[src/sv/ipf_pkg.sv]
`default_nettype none
package ipf_pkg;

	// Default sizes of the prime table, the lane rotation and the stored values.
	localparam int TABLE_DEPTH_DEF = 1024;
	localparam int LANES_DEF       = 4;
	localparam int VALUE_WIDTH_DEF = 20;

	// Fixed widths of the beat fields.
	localparam int CAND_W  = 20;
	localparam int RIDX_W  = 10;
	localparam int COUNT_W = 11;
	localparam int LANE_W  = 2;
	localparam int RVAL_W  = 20;

	// The table always holds this value at position zero.
	localparam int FIRST_PRIME = 2;

	// Command codes.
	localparam logic CMD_TEST = 1'b0;
	localparam logic CMD_READ = 1'b1;

	// Sequencer states.
	typedef enum logic [1:0] {
		ST_IDLE,
		ST_FETCH,
		ST_LOAD,
		ST_DIV
	} ipf_state_t;

	// One command beat.
	typedef struct packed {
		logic              command;
		logic [CAND_W-1:0] candidate;
		logic [RIDX_W-1:0] read_index;
	} ipf_item_t;

	// One result beat.
	typedef struct packed {
		logic               is_prime;
		logic               table_full;
		logic [COUNT_W-1:0] prime_count;
		logic [LANE_W-1:0]  holder_lane;
		logic [RVAL_W-1:0]  read_value;
	} ipf_result_t;

endpackage
`default_nettype wire

[src/sv/ipf_rem.sv]
`default_nettype none
module ipf_rem #(
	parameter int W = ipf_pkg::VALUE_WIDTH_DEF
) (
	input  wire logic         clk,
	input  wire logic         arst_n,
	input  wire logic         start,
	input  wire logic [W-1:0] dividend,
	input  wire logic [W-1:0] divisor,
	output logic              done,
	output logic      [W-1:0] rem
);

	localparam int SW = $clog2(W);

	logic          busy_q;
	logic          done_q;
	logic [SW-1:0] cnt_q;
	logic [W-1:0]  quo_q;
	logic [W-1:0]  rem_q;
	logic [W-1:0]  dsr_q;
	logic [W:0]    shifted;
	logic [W-1:0]  rem_next;

	// One restoring step: bring down the next dividend bit and subtract when it fits.
	always_comb begin
		shifted = {rem_q, quo_q[W-1]};
		if (shifted >= {1'b0, dsr_q}) begin
			rem_next = W'(shifted - {1'b0, dsr_q});
		end else begin
			rem_next = W'(shifted);
		end
	end

	// Step counter and completion pulse.
	always_ff @(posedge clk or negedge arst_n) begin
		if (!arst_n) begin
			busy_q <= 1'b0;
			done_q <= 1'b0;
			cnt_q  <= '0;
		end else begin
			done_q <= 1'b0;
			if (start) begin
				busy_q <= 1'b1;
				cnt_q  <= SW'(W - 1);
			end else if (busy_q) begin
				if (cnt_q == '0) begin
					busy_q <= 1'b0;
					done_q <= 1'b1;
				end else begin
					cnt_q <= cnt_q - SW'(1);
				end
			end
		end
	end

	// Working registers of the remainder.
	always_ff @(posedge clk) begin
		if (start) begin
			quo_q <= dividend;
			dsr_q <= divisor;
			rem_q <= '0;
		end else if (busy_q) begin
			quo_q <= {quo_q[W-2:0], 1'b0};
			rem_q <= rem_next;
		end
	end

	assign done = done_q;
	assign rem  = rem_q;

endmodule
`default_nettype wire

[config.mk]
export PLATFORM = sky130hd
export DESIGN_NAME = ipf_rem
export DESIGN_NICKNAME = d
export VERILOG_FILES = /design/src/sv/ipf_pkg.sv /design/src/sv/ipf_rem.sv
export SDC_FILE = /design/constraint.sdc
export NUM_CORES = 1
export LEC_CHECK = 0
export BUFFER_PORTS_ARGS = -buffer_cell sky130_fd_sc_hd__buf_2
export CORE_AREA = 8 8 93 95
export DETAILED_ROUTE_END_ITERATION = 7
export DIE_AREA = 0 0 101 103
export PLACE_DENSITY_LB_ADDON = 0.25
export SETUP_SLACK_MARGIN = 0.1
export SYNTH_ARGS = -nofsm -noshare
export SYNTH_HDL_FRONTEND = slang
export SYNTH_SLANG_ARGS = --single-unit
[constraint.sdc]
create_clock -name clk -period 2.8 [get_ports clk]
set_input_delay 0.56 -clock clk [delete_from_list [all_inputs] [get_ports clk]]
set_output_delay 0.56 -clock clk [all_outputs]
set_load 0.02 [all_outputs]
### Word-level counts from Yosys, hierarchy flattened

Cells that the tools add are included.

| word-level totals | value |
|---|---|
| word-level logic and storage cells | 25 |
| input port bits | 43 |
| flip-flop bits (word level) | 67 |
| output and inout port bits | 21 |

| cells by class | value |
|---|---|
| magnitude comparators | 1 |
| reductions and logical operators | 3 |
| equality and inequality tests | 1 |
| add/sub/neg operators | 2 |
| muxes and demuxes | 12 |

Operators with widths:

| kind | number |
|---|---|
| two-way mux 20 bit | 3 |
| >= comparator 21 x 20 -> 1 bit | 1 |
| subtractor 20 bit | 1 |
| two-way mux 5 bit | 3 |
| two-way mux 1 bit | 6 |
| logical NOT 5 bit | 1 |
| subtractor 5 x 1 -> 5 bit, second input constant | 1 |
| inequality test 2 bit, second input constant | 1 |
| AND reduction 2 bit | 1 |
| nonzero test 2 bit | 1 |

### Longest topological paths before layout

| logic depth | value |
|---|---|
| depth after elaboration | 4 |
| mapped depth | 11 |
| depth with buffers taken out | 11 |

### Worst setup path after synthesis

OpenSTA, ideal clock, no wires.

| path | value |
|---|---|
| path type | reg-to-reg |
| start | register quo_q[19] |
| end | register rem_q[12], in the netlist rem[12] |
| cell stages (with the launch flop) | 12 |
| setup time | 0.074 ns |
| data required time | 2.726 ns |
| buffers on the path | 0 |
| path slack | 0.402 ns |
| arrival | 2.324 ns |
| period minus slack after synthesis | 2.398 ns |
| path through | edfxtp_1 -> inv_1 -> ha_1 -> inv_1 -> fa_1 -> a21oi_1 -> o221ai_1 -> a2111oi_0 -> a21o_1 -> mux2i_1 -> o21ai_0 -> o21ai_0 |

| between the ends | value |
|---|---|
| word-level cells in the longest chain between the ends | 2 |
| elaborated cells on any way between the ends | 3 |
| classes of those cells | add/sub: 1; order compare: 1; mux: 1 |

Ends and longest elaborated chain:

| element | line | text |
|---|---|---|
| from (decl) | ipf_rem.sv:19 | `logic [W-1:0] quo_q;` |
| from (signal assigned) | ipf_rem.sv:60 | `quo_q <= dividend;` |
| from (signal assigned) | ipf_rem.sv:64 | `quo_q <= {quo_q[W-2:0], 1'b0};` |
| subtractor 20 bit or >= comparator 21 x 20 -> 1 bit (tied branches) | ipf_rem.sv:29, ipf_rem.sv:28 |  |
| two-way mux 20 bit (*) | ipf_rem.sv:28 | `if (shifted >= {1'b0, dsr_q}) begin` |
| to (signal assigned) | ipf_rem.sv:65 | `rem_q <= rem_next;` |
| to (decl) | ipf_rem.sv:20 | `logic [W-1:0] rem_q;` |

Mark *: on every way between the ends. The rest lies on a longest branch, timed or not.
A chain may end at the register's enable or synchronous reset.

### Final worst setup path

| path | value |
|---|---|
| start | register dsr_q[9] |
| end | register rem_q[15], in the netlist rem[15] |

| between the ends | value |
|---|---|
| word-level cells in the longest chain between the ends | 2 |
| elaborated cells on any way between the ends | 3 |
| classes of those cells | add/sub: 1; order compare: 1; mux: 1 |

Ends and longest elaborated chain:

| element | line | text |
|---|---|---|
| from (decl) | ipf_rem.sv:21 | `logic [W-1:0] dsr_q;` |
| from (signal assigned) | ipf_rem.sv:61 | `dsr_q <= divisor;` |
| subtractor 20 bit or >= comparator 21 x 20 -> 1 bit (tied branches) | ipf_rem.sv:29, ipf_rem.sv:28 |  |
| two-way mux 20 bit (*) | ipf_rem.sv:28 |  |

Marked as above.

==> impl_metrics.ini <==
[route]
drt_wl_total_mm = 9.34
routed-via-count = 3099
drtAntennaViolNets = 0
via_per_inst = 5.67
drtIter0Drc = 153
drc_errors = 0
wl_per_cell_um = 17.1
drt_first_pass_iters = 4

[power]
power.internal_mw = 1.68
p_per_area_nw_per_um2 = 499
peakVddDrop_uv = 397
comb_power_share = 0.144
switching_share = 0.269
power_frac_seq = 0.496
clockPowerShare = 0.360
p_leak_nw = 1.95
p_switching_uw = 621
total_power_mw = 2.30

[global_routing]
first_global_vias = 3101
grt_pass1_wl_mm = 15.3
track_usage = 0.190
grt_max_degree = 34
antenna_found_initial = 0
grt.overflow.total = 0

[critical_path]
cp.required_ns = 3.09
cp_cell_sequence = inv_1, ha_1, nand4_2, nor4_4, a221oi_2, and2_4, a21o_4, or4_1, nand3_1
arrival_ns = 2.90
worstSetupEndpoint = rem[15]$_SDFFE_PP0P_
slowest_stage = or4_1
reg2reg_depth = 9
critPathKind = register to register
rr_startpoint = dsr_q[9]$_DFFE_PP_
r2r_setup_slack_ns = 0.19
cp-end-kind = register
cp_max_fo = 12
critical-path-max-stage-delay_ns = 0.53
crit_start = dsr_q[9]$_DFFE_PP_
r2r_end = rem[15]$_SDFFE_PP0P_
worst_setup_path_start_kind = register

[logic_synthesis]
postSynthCellCount = 372
synth_edf_count = 40
synthArstFlopShare = 0.104
syn_area_um2 = 3970
synth_nets = 438
ys_ff_latch = 67
syn_avg_cell_area_um2 = 10.7
synthTopCellsByArea = edfxtp_1, dfxtp_1, ha_1, mux2_2, dfrtp_1
synth_top_area_share = 0.303
ys.flop_type = edfxtp_1
synth_area_leader_cell = edfxtp_1
synth_cell_types = 68
ys_seq_area_frac = 0.448
yosys_warnings = 0

[status]
run_status = finished clean

[floorplanning]
rows = 31
die_h_um = 103
core-area_um2 = 7140
die-width_um = 101
io-pin-count = 64
dieArea_um2 = 10400
start_util = 0.556

[timing]
rsz0062_at_grt = true
hold_violations = 0
max_freq_ghz = 0.383
setup_viol = 0
drv_slew = 0
max_slew_margin = 0.511
skew_ns = 0.0144
fin_setup_tns_ns = 0
finalCritPeriodShare = 0.933
period_needed_ns = 2.61
worst_slack_ns = 0.187
tightest_slew_ns = 0.734

[cells_and_area]
fillers = 600
drive_gt1_frac = 0.304
fin_nets = 508
fin_util = 0.647
layout_commonest_cell = buf_2
fin_area_um2 = 4620
most-common-layout-cells = buf_2, edfxtp_1, inv_1
syn_to_final_growth_pct = 16.5

[place]
portBuffers = 63
hpwlAfterDp_mm = 6.69
place.gp.congestion = 0.886
place_area_um2 = 4340
place_ws_ns = 0.144

[run]
cap_violations = 0

[clock_network]
numCtsBuffers = 9
clk_latency_ns = 0.35
cts_tree = done
path_clk_slew_ns = 0.08
cts.sinks = 67
holdBufCountCts = 0
clock-root-buffer = clkbuf_8
clockBufferDepth = 2
cts-htree-levels = 3

[hold_path]
hold_class = input port to asynchronous set/reset pin
flip-flops by register name (all words and copies together) (netlist names):
signal / cells
rem: 20
cnt_q: 5
dsr_q: 20
quo_q: 20
busy_q: 1
done: 1
layout make-up:
cell class              count  area [um^2]  share of cell area
diodes                      1         2.50            0.000542
clock buffers               9          124              0.0268
clock inverters             7         73.8              0.0160
inverters                  34          128              0.0276
multi-input cells         256         1980               0.429
flip-flops and latches     67         1780               0.385
well taps                  99          124              0.0268
repair buffers             74          410              0.0888
power by group through the flow:
stage,registers (mW),clock network (mW),logic (mW)
after floorplan,1.16,0,0.229
after global placement,1.16,0,0.308
after detailed placement,1.17,0,0.316
after CTS,1.14,0.841,0.319
after global routing,1.15,0.890,0.368
final,1.14,0.829,0.331
cell usage after synthesis (2+ instances only):
| cell | n |
|---|---|
| edfxtp_1 | 40 |
| a21oi_1 | 14 |
| and2_2 | 2 |
| dfxtp_1 | 20 |
| ha_1 | 22 |
| o21ai_0 | 23 |
| inv_1 | 34 |
| nor2_1 | 21 |
| or3_2 | 2 |
| nand3b_1 | 5 |
| clkbuf_8 | 6 |
| a31oi_1 | 3 |
| o311ai_0 | 4 |
| nand3_1 | 8 |
| xnor2_1 | 10 |
| a211oi_1 | 4 |
| buf_6 | 2 |
| o21bai_1 | 2 |
| o31ai_1 | 4 |
| a22oi_1 | 2 |
| o21a_1 | 5 |
| nor4_1 | 6 |
| dfrtp_1 | 7 |
| xor2_1 | 4 |
| mux2_2 | 19 |
| a311oi_1 | 6 |
| o211ai_1 | 2 |
| nor3_1 | 5 |
| buf_4 | 3 |
| a21o_1 | 5 |
| nand2_1 | 28 |
| nand4_1 | 2 |
| clkbuf_1 | 3 |
| nand2b_1 | 4 |
| nor2b_1 | 2 |
| or3_1 | 3 |
| mux2i_1 | 9 |
cell families (layout without fill, tap and decap cells):
| kind of cell | count (synthesis) | count (layout) | synth area share |
|---|---|---|---|
| xor+xnor | 14 | 14 | 0.0309 |
| flops | 67 | 67 | 0.448 |
| simple gates | 100 | 100 | 0.136 |
| buf+inv | 49 | 124 | 0.0685 |
| fa+ha+maj | 23 | 23 | 0.0744 |
| mux | 28 | 28 | 0.0767 |
| other cells | 0 | 1 | 0 |
| compound gates | 91 | 91 | 0.166 |
worst min-delay path by stage:
stage | from | end | slack, ns | cells past startpoint
2_1_floorplan | arst_n | busy_q$_DFF_PN0_ | 0.26 | 0
5_1_grt | arst_n | cnt_q[2]$_DFFE_PN0P_ | 0.02 | 1
4_1_cts | arst_n | cnt_q[2]$_DFFE_PN0P_ | 0.03 | 1
3_5_place_dp | arst_n | cnt_q[2]$_DFFE_PN0P_ | 0.41 | 1
3_3_place_gp | arst_n | cnt_q[2]$_DFFE_PN0P_ | 0.40 | 1
6_report | arst_n | cnt_q[2]$_DFFE_PN0P_ | 0.03 | 1
through the flow:
step | hold WS [ns] | instances
floorplan | 0.264 | 372
global placement | 0.401 | 528
detailed placement | 0.409 | 528
CTS | 0.0253 | 544
global route | 0.0164 | 546
finish | 0.0309 | 547
repair_timing:
| action | CTS | global route |
|---|---|---|
| gates resized for setup | 0 | 12 |
| setup endpoints to repair | 0 | 6 |
| setup buffers | 0 | 2 |
metal layers:
layer,global-route usage,wire length [um],vias up
li1,-,-,1516
met1,0.236,4250,1491
met2,0.312,4330,76
met3,0.0554,604,16
met4,0.0561,155,0
met5,0,0,-
critical path: cells and delay by family (launching register included):
family                     cells  cell delay [ns]
AOI/OAI and AO/OA              2             0.37
adders and majority gates      1             0.46
buffers and inverters          1             0.05
DFF                            1             0.33
and+or+nand+nor                5             1.34
Note: power is estimated with default switching activity, not from simulation.
